$ cat src/rtl/pbisp_pkg.sv
// ----------------------------------------------------------------------------
// pbisp_pkg
// Shared types and constants of the parity bit insert / strip packer.
// ----------------------------------------------------------------------------
package pbisp_pkg;

  // mode register codes (bit 1 set selects strip)
  localparam logic [1:0] ModeEvenPar = 2'd0;
  localparam logic [1:0] ModeOddPar  = 2'd1;
  localparam logic [1:0] ModeStrip   = 2'd2;

  // configuration register index
  localparam logic RegMode = 1'b0;

  // position of the dropped bit inside a 9-bit unit
  localparam logic [3:0] UnitDropPos = 4'd8;

  // default depth of the result queue
  localparam int unsigned ResFifoDepth = 4;

  // one result transaction
  typedef struct packed {
    logic [7:0] out_byte;
    logic       run_last;
    logic       stream_done;
  } res_t;

  // outcome of processing one input byte in either mode
  typedef struct packed {
    logic [1:0] n_res;
    logic [7:0] byte0;
    logic [7:0] byte1;
    logic [6:0] acc;
    logic [2:0] held;
    logic [3:0] pos;
  } step_t;

endpackage

$ cat src/rtl/pbisp_insert.sv
// ----------------------------------------------------------------------------
// pbisp_insert
// Appends a parity bit to a byte and packs the 9-bit unit into output bytes.
// ----------------------------------------------------------------------------
module pbisp_insert (
  input  logic              odd_par,
  input  logic [7:0]        data_byte,
  input  logic [6:0]        acc,
  input  logic [2:0]        held,
  input  logic [3:0]        pos,
  output pbisp_pkg::step_t  step
);

  logic        par;
  logic [15:0] acc_ext;
  logic [15:0] shifted;
  logic [3:0]  sh_amt;
  logic [2:0]  held_nxt;
  logic [7:0]  keep_mask;

  // parity and merged accumulator
  assign par     = (^data_byte) ^ odd_par;
  assign acc_ext = {acc, data_byte, par};

  // first byte sits just above the bits that stay pending
  assign sh_amt  = {1'b0, held} + 4'd1;
  assign shifted = acc_ext >> sh_amt;

  // pending count grows by one per byte and wraps after a second byte
  assign held_nxt  = held + 3'd1;
  assign keep_mask = (8'd1 << held_nxt) - 8'd1;

  always_comb begin
    step.n_res = (held == 3'd7) ? 2'd2 : 2'd1;
    step.byte0 = shifted[7:0];
    step.byte1 = acc_ext[7:0];
    step.acc   = acc_ext[6:0] & keep_mask[6:0];
    step.held  = held_nxt;
    step.pos   = pos;
  end

endmodule

$ cat src/rtl/pbisp_strip.sv
// ----------------------------------------------------------------------------
// pbisp_strip
// Drops every ninth bit of the packed stream and regathers the data bytes.
// ----------------------------------------------------------------------------
module pbisp_strip (
  input  logic [7:0]        data_byte,
  input  logic [6:0]        acc,
  input  logic [2:0]        held,
  input  logic [3:0]        pos,
  output pbisp_pkg::step_t  step
);

  // walk the eight bits msb first
  always_comb begin
    logic [7:0] a;
    logic [3:0] h;
    logic [3:0] p;
    logic [7:0] b0;
    logic       got;
    a   = {1'b0, acc};
    h   = {1'b0, held};
    p   = (pos > pbisp_pkg::UnitDropPos) ? 4'd0 : pos;
    b0  = 8'd0;
    got = 1'b0;
    for (int i = 0; i < 8; i++) begin
      if (p == pbisp_pkg::UnitDropPos) begin
        // parity bit of the unit is skipped unchecked
        p = 4'd0;
      end else begin
        p = p + 4'd1;
        a = {a[6:0], data_byte[3'(7 - i)]};
        h = h + 4'd1;
        if (h == 4'd8) begin
          b0  = a;
          got = 1'b1;
          a   = 8'd0;
          h   = 4'd0;
        end
      end
    end
    step.n_res = {1'b0, got};
    step.byte0 = b0;
    step.byte1 = 8'd0;
    step.acc   = a[6:0];
    step.held  = h[2:0];
    step.pos   = p;
  end

endmodule

$ cat src/rtl/pbisp_res_fifo.sv
// ----------------------------------------------------------------------------
// pbisp_res_fifo
// Result queue taking up to two transactions per cycle and giving one.
// ----------------------------------------------------------------------------
module pbisp_res_fifo #(
  parameter int unsigned DEPTH = pbisp_pkg::ResFifoDepth
) (
  input  logic              clk,
  input  logic              rst_n,
  input  logic [1:0]        push_n,
  input  pbisp_pkg::res_t   push_res0,
  input  pbisp_pkg::res_t   push_res1,
  output logic              space_ok,
  output logic              out_valid,
  input  logic              out_ready,
  output pbisp_pkg::res_t   out_res
);

  localparam int unsigned PtrW = (DEPTH > 1) ? $clog2(DEPTH) : 1;
  localparam int unsigned CntW = $clog2(DEPTH + 1);
  localparam logic [PtrW-1:0] PtrLast = PtrW'(DEPTH - 1);
  localparam logic [CntW-1:0] SpaceLim = CntW'(DEPTH - 2);

  pbisp_pkg::res_t mem_r [DEPTH];
  logic [PtrW-1:0] wr_ptr_r, wr_ptr_nxt, wr_ptr_p1;
  logic [PtrW-1:0] wr_ptr_p2;
  logic [PtrW-1:0] rd_ptr_r, rd_ptr_nxt;
  logic [CntW-1:0] count_r, count_nxt;
  logic            pop;

  // wrap helpers
  assign wr_ptr_p1 = (wr_ptr_r == PtrLast) ? '0 : wr_ptr_r + PtrW'(1);
  assign wr_ptr_p2 = (wr_ptr_p1 == PtrLast) ? '0 : wr_ptr_p1 + PtrW'(1);

  assign pop       = out_valid & out_ready;
  assign out_valid = (count_r != '0);
  assign out_res   = mem_r[rd_ptr_r];
  assign space_ok  = (count_r <= SpaceLim);

  // pointer and count update
  always_comb begin
    unique case (push_n)
      2'd1:    wr_ptr_nxt = wr_ptr_p1;
      2'd2:    wr_ptr_nxt = wr_ptr_p2;
      default: wr_ptr_nxt = wr_ptr_r;
    endcase
    rd_ptr_nxt = rd_ptr_r;
    if (pop) begin
      rd_ptr_nxt = (rd_ptr_r == PtrLast) ? '0 : rd_ptr_r + PtrW'(1);
    end
    count_nxt = count_r + CntW'(push_n) - CntW'(pop);
  end

  always_ff @(posedge clk) begin
    if (!rst_n) begin
      wr_ptr_r <= '0;
      rd_ptr_r <= '0;
      count_r  <= '0;
    end else begin
      wr_ptr_r <= wr_ptr_nxt;
      rd_ptr_r <= rd_ptr_nxt;
      count_r  <= count_nxt;
    end
  end

  // storage
  always_ff @(posedge clk) begin
    if (push_n != 2'd0) begin
      mem_r[wr_ptr_r] <= push_res0;
    end
    if (push_n == 2'd2) begin
      mem_r[wr_ptr_p1] <= push_res1;
    end
  end

endmodule

$ cat src/rtl/parity_bit_insert_strip_packer_unit.sv
// ----------------------------------------------------------------------------
// parity_bit_insert_strip_packer_unit
// Byte stream parity bit inserter / stripper with 9-bit unit packing.
// ----------------------------------------------------------------------------
// The unit takes one input byte per cycle. Each byte is processed in the
// cycle it is accepted: the shift-and-merge of the bit accumulator is one
// level of logic, so the pending bits are ready for the next byte at once.
// Results go through a small queue that accepts up to two transactions per
// cycle and returns one per cycle, so insert modes (nine result bytes per
// eight input bytes) run at the pace of the result port, while strip mode
// runs at one input byte per cycle. The input is held off only while the
// queue has fewer than two free entries. Mode is written through the
// register port at byte addresses 0 to 3 while the unit is idle, a rule
// the unit leaves to the user; a stream end discards partial bits.
// ----------------------------------------------------------------------------
module parity_bit_insert_strip_packer_unit #(
  parameter int unsigned RES_DEPTH = pbisp_pkg::ResFifoDepth
) (
  input  logic        clk,
  input  logic        rst_n,
  // input channel
  input  logic        in_valid,
  output logic        in_ready,
  input  logic [7:0]  in_data_byte,
  input  logic        in_stream_end,
  // result channel
  output logic        out_valid,
  input  logic        out_ready,
  output logic [7:0]  out_out_byte,
  output logic        out_run_last,
  output logic        out_stream_done,
  // register port
  input  logic        psel,
  input  logic        penable,
  input  logic        pwrite,
  input  logic [2:0]  paddr,
  input  logic [31:0] pwdata,
  output logic [31:0] prdata,
  output logic        pready
);

  logic [1:0]       mode_r;
  logic [6:0]       acc_r;
  logic [2:0]       held_r;
  logic [3:0]       pos_r;
  logic             in_acc;
  logic             mode_wr;
  pbisp_pkg::step_t ins_step, strip_step, step_sel;
  pbisp_pkg::res_t  res0, res1, res_head;
  logic [1:0]       push_n;

  // register port
  assign pready  = 1'b1;
  assign mode_wr = psel & penable & pwrite & (paddr[2] == pbisp_pkg::RegMode);
  assign prdata  = (paddr[2] == pbisp_pkg::RegMode) ? {30'd0, mode_r} : 32'd0;

  always_ff @(posedge clk) begin
    if (!rst_n) begin
      mode_r <= pbisp_pkg::ModeEvenPar;
    end else if (mode_wr) begin
      mode_r <= pwdata[1:0];
    end
  end

  // per-mode datapaths
  pbisp_insert u_insert (
    .odd_par   (mode_r == pbisp_pkg::ModeOddPar),
    .data_byte (in_data_byte),
    .acc       (acc_r),
    .held      (held_r),
    .pos       (pos_r),
    .step      (ins_step)
  );

  pbisp_strip u_strip (
    .data_byte (in_data_byte),
    .acc       (acc_r),
    .held      (held_r),
    .pos       (pos_r),
    .step      (strip_step)
  );

  assign step_sel = mode_r[1] ? strip_step : ins_step;
  assign in_acc   = in_valid & in_ready;

  // accumulator state, cleared at stream end
  always_ff @(posedge clk) begin
    if (!rst_n) begin
      acc_r  <= '0;
      held_r <= '0;
      pos_r  <= '0;
    end else if (in_acc) begin
      if (in_stream_end) begin
        acc_r  <= '0;
        held_r <= '0;
        pos_r  <= '0;
      end else begin
        acc_r  <= step_sel.acc;
        held_r <= step_sel.held;
        pos_r  <= step_sel.pos;
      end
    end
  end

  // result transactions for this byte
  always_comb begin
    push_n           = in_acc ? step_sel.n_res : 2'd0;
    res0.out_byte    = step_sel.byte0;
    res0.run_last    = (step_sel.n_res == 2'd1);
    res0.stream_done = (step_sel.n_res == 2'd1) & in_stream_end;
    res1.out_byte    = step_sel.byte1;
    res1.run_last    = 1'b1;
    res1.stream_done = in_stream_end;
  end

  pbisp_res_fifo #(
    .DEPTH (RES_DEPTH)
  ) u_res_fifo (
    .clk       (clk),
    .rst_n     (rst_n),
    .push_n    (push_n),
    .push_res0 (res0),
    .push_res1 (res1),
    .space_ok  (in_ready),
    .out_valid (out_valid),
    .out_ready (out_ready),
    .out_res   (res_head)
  );

  assign out_out_byte    = res_head.out_byte;
  assign out_run_last    = res_head.run_last;
  assign out_stream_done = res_head.stream_done;

endmodule

$ cat config.mk
export PLATFORM = sky130hd
export DESIGN_NAME = parity_bit_insert_strip_packer_unit
export DESIGN_NICKNAME = d
export VERILOG_FILES = /design/src/rtl/pbisp_pkg.sv /design/src/rtl/pbisp_insert.sv /design/src/rtl/pbisp_strip.sv /design/src/rtl/pbisp_res_fifo.sv /design/src/rtl/parity_bit_insert_strip_packer_unit.sv
export SDC_FILE = /design/constraint.sdc
export NUM_CORES = 1
export LEC_CHECK = 0
export ABC_AREA = 1
export BUFFER_PORTS_ARGS = -buffer_cell sky130_fd_sc_hd__buf_2
export CORE_AREA = 4 4 129 106
export CTS_BUF_LIST = sky130_fd_sc_hd__clkbuf_2
export DETAILED_ROUTE_END_ITERATION = 8
export DIE_AREA = 0 0 133 110
export PLACE_DENSITY = 0.8
export REMOVE_ABC_BUFFERS = 1
export SYNTH_ARGS = -nofsm -noshare
export SYNTH_HDL_FRONTEND = slang
export SYNTH_SLANG_ARGS = --single-unit
$ cat constraint.sdc
create_clock -name clk -period 8.2 [get_ports clk]
set_input_delay 0.41 -clock clk [delete_from_list [all_inputs] [get_ports clk]]
set_output_delay 0.41 -clock clk [all_outputs]
set_load 0.02 [all_outputs]
# Word level (Yosys, flattened, before mapping)
# Memory sizes are Yosys's and may differ from the RTL's. A register that Yosys moved wholly into a read port is not among the register bits.
# Cells that the tools add are included.
# word_totals
reg_bits,23
latchBits,0
ram_bits,40
romBits,0
wordCells,164
n_memories,1
# op_classes
addsub,23
mul,0
div,0
magnitude_cmp,2
n_eq_ne,24
n_shift,2
muxes,90
n_bitwise,9
reduce_logical,6
# mem_list
memory,words,word_bits,rd,rd_clocked_by_memory_dff,wr,line_no,rtl
u_res_fifo.mem_r,4,10,1,1,2,pbisp_res_fifo.sv:24,pbisp_pkg::res_t mem_r [DEPTH];
# ops
operator,n
8-bit 2-to-1 mux,16
7-bit 2-to-1 mux,17
4-bit 2-to-1 mux,24
4-bit equality test (second input constant),16
4-bit by 1-bit adder with 4-bit output (second input constant),15
32-bit 2-to-1 mux,1
1-bit 2-to-1 mux,20
2-bit 2-to-1 mux,8
16-bit by 4-bit >> shifter with 8-bit output,1
3-bit 2-to-1 mux,3
2-bit equality test (second input constant),4
8-bit XOR reduction,1
7-bit AND,1
1-bit by 3-bit << shifter with 7-bit output (first input constant),1
7-bit by 1-bit subtractor with 7-bit output (second input constant),1
2-bit by 1-bit adder with 2-bit output (second input constant),3
1-bit AND,6
2-bit by 1-bit equality test with 1-bit output (second input constant),3
2-bit nonzero test,3
3-bit by 1-bit adder with 4-bit output (second input constant),1
4-bit greater-than comparator (second input constant),1
2-bit one-hot mux with 2 select lines,1
3-bit by 1-bit adder with 3-bit output (second input constant),1
3-bit by 2-bit adder with 3-bit output,1
7 further kinds,7

# Depth between registers and ports, before layout
# Gate-level depths: netlist of run 1.
# logic_depth
word_depth,37
ltp_mapped,53

# Hierarchy
# Synthesis of run 1 repeated with hierarchy kept, for this count alone.
# hier_totals
cells_unflattened,1300
area_unflattened_um2,8252.9
# by_module_without_submodules
mod,instances,cells_each,area_each_um2,seq_area_each_um2
pbisp_strip,1,624,3345.7,0.0
pbisp_res_fifo,1,275,2598.7,1381.3
parity_bit_insert_strip_packer_unit,1,226,1390.1,320.3
pbisp_insert,1,175,918.4,0.0

# Worst setup path after synthesis of run 1
# No wires, ideal clock.
# synth_timing
path_kind,register -> register
start,register pos_r[3]
end,memory u_res_fifo.mem_r[1][0] in the netlist's numbering (enable)
arrival_time_ns,5.950
slack_ns,1.944
stages_incl_launch_ff,51
path_buffers,4
cell_sequence,dfxtp_1 inv_2 nand2_1 ha_1 nand3_2 buf_6 nand2_1 ha_1 nand3_1 o21ai_1 ha_1 nand2_1 nor2_2 nor2_1 inv_1 ha_1 nand3_2 inv_1 [15 not listed] nand2_2 buf_6 nand2_1 nand2_1 inv_1 ha_1 inv_1 nand3_1 nand2_1 nor2_4 nand4_4 nand2_2 nand2_2 buf_6 ha_1 nand2_1 buf_2 nand2_1
# synth_lines
item,line_no,rtl
start: declaration,parity_bit_insert_strip_packer_unit.sv:45,logic [3:0] pos_r;
start signal: assignment,parity_bit_insert_strip_packer_unit.sv:100,pos_r <= step_sel.pos;
end: declaration,pbisp_res_fifo.sv:24,

==> results.py, run 1 <==
metrics = {
    "status": {
        "status": "completed",
    },
    "detailed_routing": {
        "drt_iter0_drc": 1058,
        "dr_total_vias": 7684,
        "drt_first_pass_iters": 7,
        "wire_per_inst_um": 14.5,
        "ant_nets": 0,
        "wirelength_mm": 19.7,
        "drc": 0,
        "vias_per_cell": 5.65,
    },
    "yosys": {
        "yosysTopAreaCellShare_pct": 17.7,
        "synth_cells": 1174,
        "yosysWarnings": 0,
        "avgSynthCellArea_sq_um": 6.30,
        "synth.most_common_cell": "nand2_1",
        "synth_seq_cells": 65,
        "synth_fa_ha_area_share_pct": 7.54,
        "synth_compound_area_share_pct": 15.2,
        "synth_edf_count": 36,
        "synth_xor_area_share_pct": 2.23,
        "synth_common_cells": "nand2_1, inv_1, nor2_1",
        "ys.flop_type": "edfxtp_1",
        "syn_area_sq_um": 7400,
        "synth-simple-area-share_pct": 38.9,
        "synthArstFlopShare_pct": 0,
        "synth_top_family_by_area": "simple AND/OR/NAND/NOR gates",
        "ys_types": 50,
        "synth_mux_area_share_pct": 0.270,
        "yosysSeqAreaShare_pct": 22.5,
        "synth_top_area_cell": "nand2_1",
        "netlist_top_cells_area": "nand2_1, edfxtp_1, dfxtp_1, ha_1, nand3_1",
    },
    "worst_setup_path": {
        "crit_path_end_kind": "register",
        "slowest_delay_ns": 0.48,
        "path_max_fanout": 15,
        "cp_slowest_cell": "dfxtp_1",
        "critical_path_required_ns": 8.58,
        "arrival_ns": 7.94,
        "crit_path_start_kind": "register",
        "crit_type": "register to register",
    },
    "placement": {
        "place_area_sq_um": 7500,
        "io_buffers": 32,
        "gp_congestion": 1.00,
        "hpwl_mm": 15.5,
    },
    "cells_and_area": {
        "final_layout_size_suffix_gt1_share_pct": 11.3,
        "area_delta_synth_final_pct": 3.23,
        "nNetsFinal": 1280,
        "fin_util_pct": 62.6,
        "final_area_sq_um": 7640,
        "diodes": 0,
    },
    "clock_tree": {
        "root_buffer": "clkbuf_2",
        "cts_setup_buffers": 0,
        "cts_hold_buf": 0,
        "cts_sinks": 65,
        "cts_tree": "built",
        "clock_latency_ns": 0.54,
        "cts_resized": 0,
        "clkSlewWorstSetupHoldPaths_ns": 0.22,
        "cts_buffer_depth": 2,
        "cts-htree-levels": 3,
        "numCtsBuffers": 9,
    },
    "power_and_ir_drop": {
        "p_leak_nw": 3.74,
        "powerDensity_nw_per_um2": 209,
        "power_mw": 1.60,
        "vdd_drop_max_v": 0.000221,
    },
    "timing": {
        "skew_ns": 0.0316,
        "max_clock_freq_mhz": 132,
        "period_share_pct": 92.2,
        "worst_pin_slew_ns": 0.792,
        "holdWs_ns": 0.125,
        "finalCriticalPeriod_ns": 7.56,
        "grt_setup_unrepaired": "false",
        "setup_tns_ns": 0,
        "setup_violations": 0,
        "relSlewSlack_pct": 47.1,
        "hold_viol_final": 0,
        "slew_viol_final": 0,
    },
    "global_routing": {
        "grt_pass1_wl_mm": 32.3,
        "overflow": 0,
        "grt_pass1_vias": 6657,
        "grt_max_degree": 31,
        "antenna_found_initial": 0,
        "grt_usage_pct": 27.0,
    },
    "die": {
        "core.rowCount": 36,
        "die-area_sq_um": 14600,
        "core_area_sq_um": 12200,
        "ios": 96,
        "die_h_um": 110,
        "die_w_um": 133,
        "initial_utilization_pct": 60.6,
    },
    "min_path": {
        "hp-class": "input pin to register",
    },
    "run": {
        "drv_cap": 0,
    },
}
==> layer usage <==
layer  routed length [um]  vias to the layer above  track usage [%]
li1                     -                     3790                -
met1                 9300                     3433             41.1
met2                 7740                      426             39.7
met3                 2360                       35             5.04
met4                  302                        0             5.64
met5                    0                        -                0
==> logic make-up (layout without fill, tap and decap cells) <==
logic type,Yosys count,in the layout
fa+ha+maj,44,44
xor+xnor,18,18
simple gates,629,629
buf+inv,211,198
compound gates,203,203
other cells,2,31
flops,65,65
mux,2,2
==> registers in the layout (all words and copies together) (netlist names), named ones only <==
name                 cells
u_res_fifo.mem_r        40
acc_r                    7
pos_r                    4
held_r                   3
u_res_fifo.count_r       3
mode_r                   2
u_res_fifo.rd_ptr_r      2
u_res_fifo.wr_ptr_r      2
==> worst max-delay path, delay by kind of cell, from the launching register on <==
kind / cells / cell delay (ns)
AND/OR/NAND/NOR: 28 / 4.16
adder cells (fa/ha/maj): 8 / 1.46
buffers and inverters: 10 / 1.12
flip-flops: 1 / 0.48
AO/OA/AOI/OAI: 1 / 0.11
==> power by group <==
group	internal (mW)	total, mW	switching, mW	leakage (nW)
Combinational	0.292	0.928	0.636	3.13
Sequential	0.407	0.444	0.0374	0.534
Clock	0.101	0.228	0.127	0.0783
==> cells in the final DEF (no fill, tap or decap), types with 6 or more instances in the layout <==
master | Yosys | final
nand4_1 | 15 | 15
xor2_1 | 6 | 6
inv_2 | 11 | 11
ha_1 | 43 | 43
nand3_2 | 12 | 12
nand2_1 | 349 | 349
conb_1 | 2 | 31
o21ai_1 | 31 | 31
dfxtp_1 | 29 | 29
nand2_2 | 20 | 20
buf_4 | 32 | 9
o21ai_0 | 83 | 83
nand2_4 | 6 | 6
nand3_1 | 95 | 95
xnor2_1 | 11 | 11
nor2_1 | 100 | 100
o211ai_1 | 10 | 10
nor2_2 | 8 | 8
clkbuf_2 | 0 | 9
a21oi_1 | 43 | 43
edfxtp_1 | 36 | 36
inv_1 | 125 | 125
o22ai_1 | 18 | 18
buf_2 | 12 | 32
nor2_4 | 9 | 9
==> per-stage QoR <==
step	setup slack [ns]	cells
2_1_floorplan	1.29	1133
6_report	0.641	1361
3_5_place_dp	0.813	1345
5_1_grt	0.00852	1361
3_3_place_gp	0.939	1345
4_1_cts	0.749	1361
==> path summary, 6_finish.rpt <==
| kind | start | endpoint | slack (ns) | depth (start not counted) |
|---|---|---|---|---|
| max reg2reg | pos_r[3] | u_res_fifo.mem_r[2][2] | 0.64 | 47 |
| min | rst_n | mode_r[1] | 0.12 | 3 |
| max | pos_r[3] | u_res_fifo.mem_r[2][2] | 0.64 | 47 |
| min reg2reg | u_res_fifo.mem_r[2][1] | u_res_fifo.mem_r[2][1] | 0.46 | 2 |
==> layout make-up <==
class | instances | area (sq um)
Fill cell | 1185 | 4570
Clock inverter | 7 | 93.8
Sequential cell | 65 | 1660
Inverter | 141 | 532
Multi-Input combinational cell | 927 | 4870
Timing Repair Buffer | 41 | 228
Clock buffer | 9 | 45.0
Tap cell | 171 | 214
Note: power is estimated with default switching activity, not from simulation.
==> run 2, diff against run 1 <==
Settings changed: PLACE_DENSITY 0.8 to not set, PLACE_DENSITY_LB_ADDON set to 0.08.
==> results.py, run 2 (same netlist as run 1, synthesis figures left out) <==
metrics = {
    "power_and_ir_drop": {
        "p_leak_nw": 3.76,
        "p_comb_share_pct": 56.4,
        "p_int_mw": 0.833,
        "p_sw_mw": 0.810,
        "vdd_drop_max_v": 0.000253,
        "swShare_pct": 49.3,
        "pwr-share-seq_pct": 27.0,
        "clkPwrFrac_pct": 16.6,
        "powerDensity_nw_per_um2": 214,
    },
    "worst_setup_path": {
        "slowest_delay_ns": 0.42,
        "reg2reg_depth": 49,
        "r2r_start": "pos_r[3]",
        "crit_path_end_kind": "register",
        "crit_path_start_kind": "register",
        "startpoint": "pos_r[3]",
        "arrival_ns": 7.69,
        "r2r-end": "u_res_fifo.mem_r[1][4]",
        "critical_path_required_ns": 8.51,
        "r2r_slack_ns": 0.81,
        "crit_type": "register to register",
        "path_max_fanout": 15,
        "cp_slowest_cell": "dfxtp_1",
        "endpoint": "u_res_fifo.mem_r[1][4]",
    },
    "min_path": {
        "hp-class": "input pin to register",
        "hold_start": "rst_n",
    },
    "cells_and_area": {
        "top_register": "u_res_fifo.mem_r",
        "area_delta_synth_final_pct": 3.72,
        "biggestRegsByFlops": "u_res_fifo.mem_r (40), acc_r (7), pos_r (4)",
        "finalNonFillerCells": 1361,
        "diodes": 0,
        "layout_commonest_cell": "nand2_1",
        "final_layout_size_suffix_gt1_share_pct": 11.3,
        "largest_reg_flops": 40,
        "nNetsFinal": 1280,
        "final_cell_mix": "nand2_1, inv_1, nor2_1",
        "final_area_sq_um": 7680,
    },
    "placement": {
        "gp_congestion": 0.964,
        "hpwl_mm": 15.8,
        "place_area_sq_um": 7500,
        "place_inst": 1345,
        "io_buffers": 32,
    },
    "clock_tree": {
        "cts_buffer_depth": 2,
        "numCtsBuffers": 9,
        "root_buffer": "clkbuf_2",
        "cts_sinks": 65,
        "cts_setup_buffers": 0,
        "clock_latency_ns": 0.55,
        "cts_tree": "built",
        "cts-htree-levels": 3,
        "clkSlewWorstSetupHoldPaths_ns": 0.21,
    },
    "timing": {
        "slew_viol_final": 0,
        "hold_viol_final": 0,
        "relSlewSlack_pct": 47.3,
        "setup_violations": 0,
        "period_share_pct": 90.1,
        "setup_tns_ns": 0,
        "grt_setup_unrepaired": "false",
        "worst_pin_slew_ns": 0.790,
        "max_clock_freq_mhz": 135,
        "skew_ns": 0.0305,
        "finalCriticalPeriod_ns": 7.39,
    },
    "die": {
        "ios": 96,
        "initial_utilization_pct": 60.6,
        "die_h_um": 110,
        "core.rowCount": 36,
        "die-area_sq_um": 14600,
        "core_area_sq_um": 12200,
        "die_w_um": 133,
    },
    "detailed_routing": {
        "routed.top_layer": "met4",
        "drt_iter0_drc": 913,
        "wirelength_mm": 19.9,
        "wire_per_inst_um": 14.6,
        "wl_met2_mm": 7.45,
        "vias_per_cell": 5.54,
        "wl_met3_mm": 2.40,
        "met1_length_mm": 9.83,
        "dr_total_vias": 7541,
        "ant_nets": 0,
        "drt_first_pass_iters": 6,
        "drc": 0,
    },
    "run": {
        "drv_cap": 0,
    },
    "global_routing": {
        "grt_usage_pct": 27.6,
        "antenna_found_initial": 0,
        "grt_max_degree": 31,
        "grt_pass1_wl_mm": 32.8,
        "grt_pass1_vias": 6585,
        "overflow": 0,
    },
    "status": {
        "status": "completed",
    },
}
[run 2: changes by cell type in the layout (fill, tap and decap cells not counted), sizes merged]
cell      previous run  this run
inv                138       139
bufinv               2         3
clkinvlp             2         0
[run 2: per-layer routing]
metal	up-vias	track usage, %
met5	-	0
met4	0	3.93
met3	20	7.85
met2	356	38.3
met1	3367	42.7
li1	3798	-
[run 2: power by group through the flow]
stage | clock (mW) | combinational, mW | sequential, mW
4_1_cts | 0.274 | 0.915 | 0.443
3_3_place_gp | 0 | 0.895 | 0.449
2_1_floorplan | 0 | 0.704 | 0.443
3_5_place_dp | 0 | 0.912 | 0.451
5_1_grt | 0.291 | 1.05 | 0.452
6_report | 0.273 | 0.926 | 0.444
[run 2: worst max-delay path, delay by kind of cell, from the launching register on]
kind / cells / cell delay (ns)
DFF: 1 / 0.42
and+or+nand+nor: 28 / 3.67
buffers and inverters: 10 / 0.94
AOI/OAI and AO/OA: 2 / 0.35
adders and majority gates: 9 / 1.73
[run 2: area by class of cell]
class / count / area, sq um
clock buffer: 9 / 45.0
timing repair buffer: 41 / 228
tap: 171 / 214
fill: 1230 / 4530
sequential: 65 / 1660
inverter: 141 / 532
multi-input combinational: 927 / 4870
clock inverter: 7 / 125
[run 2: through the flow]
| stage | power [mW] | hold WS (ns) | utilization, % | worst slack, ns |
|---|---|---|---|---|
| after floorplan | 1.15 | 0.421 | - | 1.29 |
| after global placement | 1.34 | 0.436 | 61.4 | 0.883 |
| after detailed placement | 1.36 | 0.442 | 61.4 | 0.809 |
| after CTS | 1.63 | 0.0990 | 62.8 | 0.747 |
| after global routing | 1.79 | 0.100 | 62.9 | 0.0590 |
| final | 1.64 | 0.127 | 62.9 | 0.811 |
[run 2: how the worst min path moves through the flow]
stage,end,cells after the start,slack (ns)
global placement,u_res_fifo.mem_r[2][1],2,0.44
CTS,u_res_fifo.count_r[0],3,0.1
finish,u_res_fifo.count_r[0],3,0.13
detailed placement,u_res_fifo.mem_r[2][1],2,0.44
floorplan,u_res_fifo.mem_r[1][1],2,0.42
global route,u_res_fifo.count_r[0],3,0.10
[run 2: timing repair]
item	CTS	global route
setup endpoints to repair	0	16
gates resized for setup	0	1
endpoints found under the hold margin	0	0
hold buffers	0	0
==> run 3, diff against run 2 <==
Settings changed: CORE_AREA 4 4 129 106 to 2 2 127 104, DIE_AREA 0 0 133 110 to 0 0 129 106, RECOVER_POWER set to 50.
==> results.py, run 3 (same netlist as run 1, synthesis figures left out) <==
metrics = {
    "placement": {
        "hpwl_mm": 15.7,
        "io_buffers": 32,
        "place_inst": 1351,
        "place_ws_ns": 0.827,
        "place_area_sq_um": 7520,
        "gp_congestion": 0.981,
    },
    "cells_and_area": {
        "area_delta_synth_final_pct": 2.72,
        "top_register": "u_res_fifo.mem_r",
        "finalNonFillerCells": 1367,
        "multi_input_area_sq_um": 4860,
        "biggestRegsByFlops": "u_res_fifo.mem_r (40), acc_r (7), pos_r (4)",
        "final_area_sq_um": 7600,
        "final_cell_mix": "nand2_1, inv_1, nor2_1",
        "diodes": 0,
        "fin_util_pct": 60.6,
        "largest_reg_flops": 40,
        "nNetsFinal": 1282,
        "layout_commonest_cell": "nand2_1",
        "fillers": 1271,
        "final_layout_size_suffix_gt1_share_pct": 9.90,
        "register_area_sq_um": 1660,
    },
    "detailed_routing": {
        "wirelength_mm": 19.9,
        "ant_nets": 0,
        "drt_first_pass_iters": 6,
        "vias_per_cell": 5.56,
        "wire_per_inst_um": 14.6,
        "dr_total_vias": 7595,
        "drc": 0,
        "drt_iter0_drc": 868,
    },
    "power_and_ir_drop": {
        "p_comb_share_pct": 59.0,
        "p_leak_nw": 3.70,
        "power_mw": 1.56,
        "powerDensity_nw_per_um2": 205,
        "p_sw_mw": 0.802,
        "p_int_mw": 0.758,
        "clkPwrFrac_pct": 12.5,
        "swShare_pct": 51.4,
        "pwr-share-seq_pct": 28.5,
        "vdd_drop_max_v": 0.000331,
    },
    "clock_tree": {
        "clkSlewWorstSetupHoldPaths_ns": 0.18,
        "clock_latency_ns": 0.53,
        "cts_sinks": 65,
        "numCtsBuffers": 9,
        "cts_buffer_depth": 2,
        "cts_setup_buffers": 0,
        "cts-htree-levels": 3,
        "root_buffer": "clkbuf_2",
        "cts_tree": "built",
    },
    "worst_setup_path": {
        "arrival_ns": 7.77,
        "crit_path_end_kind": "register",
        "slowest_delay_ns": 0.38,
        "critical_path_required_ns": 8.47,
        "path_max_fanout": 15,
        "cp_slowest_cell": "dfxtp_1",
        "crit_type": "register to register",
        "crit_path_start_kind": "register",
    },
    "timing": {
        "max_clock_freq_mhz": 133,
        "skew_ns": 0.0363,
        "holdWs_ns": 0.183,
        "period_share_pct": 91.5,
        "relSlewSlack_pct": 32.6,
        "setup_violations": 0,
        "hold_viol_final": 0,
        "worst_pin_slew_ns": 1.01,
        "setup_tns_ns": 0,
        "setup_ws_ns": 0.700,
        "finalCriticalPeriod_ns": 7.50,
        "grt_setup_unrepaired": "false",
        "slew_viol_final": 0,
    },
    "die": {
        "die_h_um": 106,
        "core.rowCount": 37,
        "initial_utilization_pct": 59.0,
        "die-area_sq_um": 13700,
        "core_area_sq_um": 12500,
        "die_w_um": 129,
        "ios": 96,
    },
    "min_path": {
        "hp-class": "input pin to register",
    },
    "global_routing": {
        "grt_usage_pct": 29.7,
        "overflow": 0,
        "grt_max_degree": 30,
        "antenna_found_initial": 0,
        "grt_pass1_vias": 6382,
        "grt_pass1_wl_mm": 32.4,
    },
    "run": {
        "drv_cap": 0,
    },
    "status": {
        "status": "completed",
    },
}
==> run 3: changes by cell type in the layout (fill, tap and decap cells not counted), sizes merged <==
cell	before	now
buf	41	28
bufinv	3	1
clkbuf	9	25
clkinv	6	8
clkinvlp	0	2
inv	139	136
==> run 3: what timing repair did <==
action | CTS | global route
setup endpoints to repair | 0 | 1
hold buffers | 0 | 0
endpoints found under the hold margin | 0 | 0
gates resized for setup | 0 | 1
==> run 3: path summary, 6_finish.rpt <==
| kind | end | slack [ns] | depth (start not counted) | start |
|---|---|---|---|---|
| min | u_res_fifo.count_r[0] | 0.18 | 3 | rst_n |
| max reg2reg | u_res_fifo.mem_r[1][9] | 0.70 | 47 | pos_r[3] |
| min reg2reg | u_res_fifo.mem_r[0][1] | 0.47 | 2 | u_res_fifo.mem_r[0][1] |
| max | u_res_fifo.mem_r[1][9] | 0.70 | 47 | pos_r[3] |
==> run 3: cell type report <==
| cell class | instances | share of cell area [%] |
|---|---|---|
| inverter | 141 | 6.99 |
| multi-input combinational | 927 | 63.9 |
| sequential | 65 | 21.9 |
| timing repair buffer | 43 | 2.91 |
| clock inverter | 6 | 0.790 |
| tap | 175 | 2.88 |
| clock buffer | 10 | 0.658 |
==> run 3: power groups by stage <==
stage / clock network [mW] / registers, mW / logic (mW)
after floorplan: 0 / 0.443 / 0.704
after global placement: 0 / 0.450 / 0.899
after detailed placement: 0 / 0.452 / 0.916
after CTS: 0.196 / 0.444 / 0.920
after global routing: 0.211 / 0.453 / 1.04
final: 0.195 / 0.445 / 0.920
==> run 3: critical path, delay by kind of cell, from the launching register on <==
family | cells | cell delay, ns
AND/OR/NAND/NOR | 26 | 3.30
adder cells (fa/ha/maj) | 9 | 2.13
buffers and inverters | 10 | 1.20
flip-flops | 1 | 0.38
AO/OA/AOI/OAI | 2 | 0.19
==> run 3: metal layers <==
| metal | vias to the layer above | global-route usage, % | part of all wire, % |
|---|---|---|---|
| li1 | 3809 | - | - |
| met1 | 3412 | 48.4 | 50 |
| met2 | 367 | 39.9 | 39 |
| met3 | 7 | 7.10 | 11 |
| met4 | 0 | 3.73 | 0.34 |
| met5 | - | 0 | 0 |
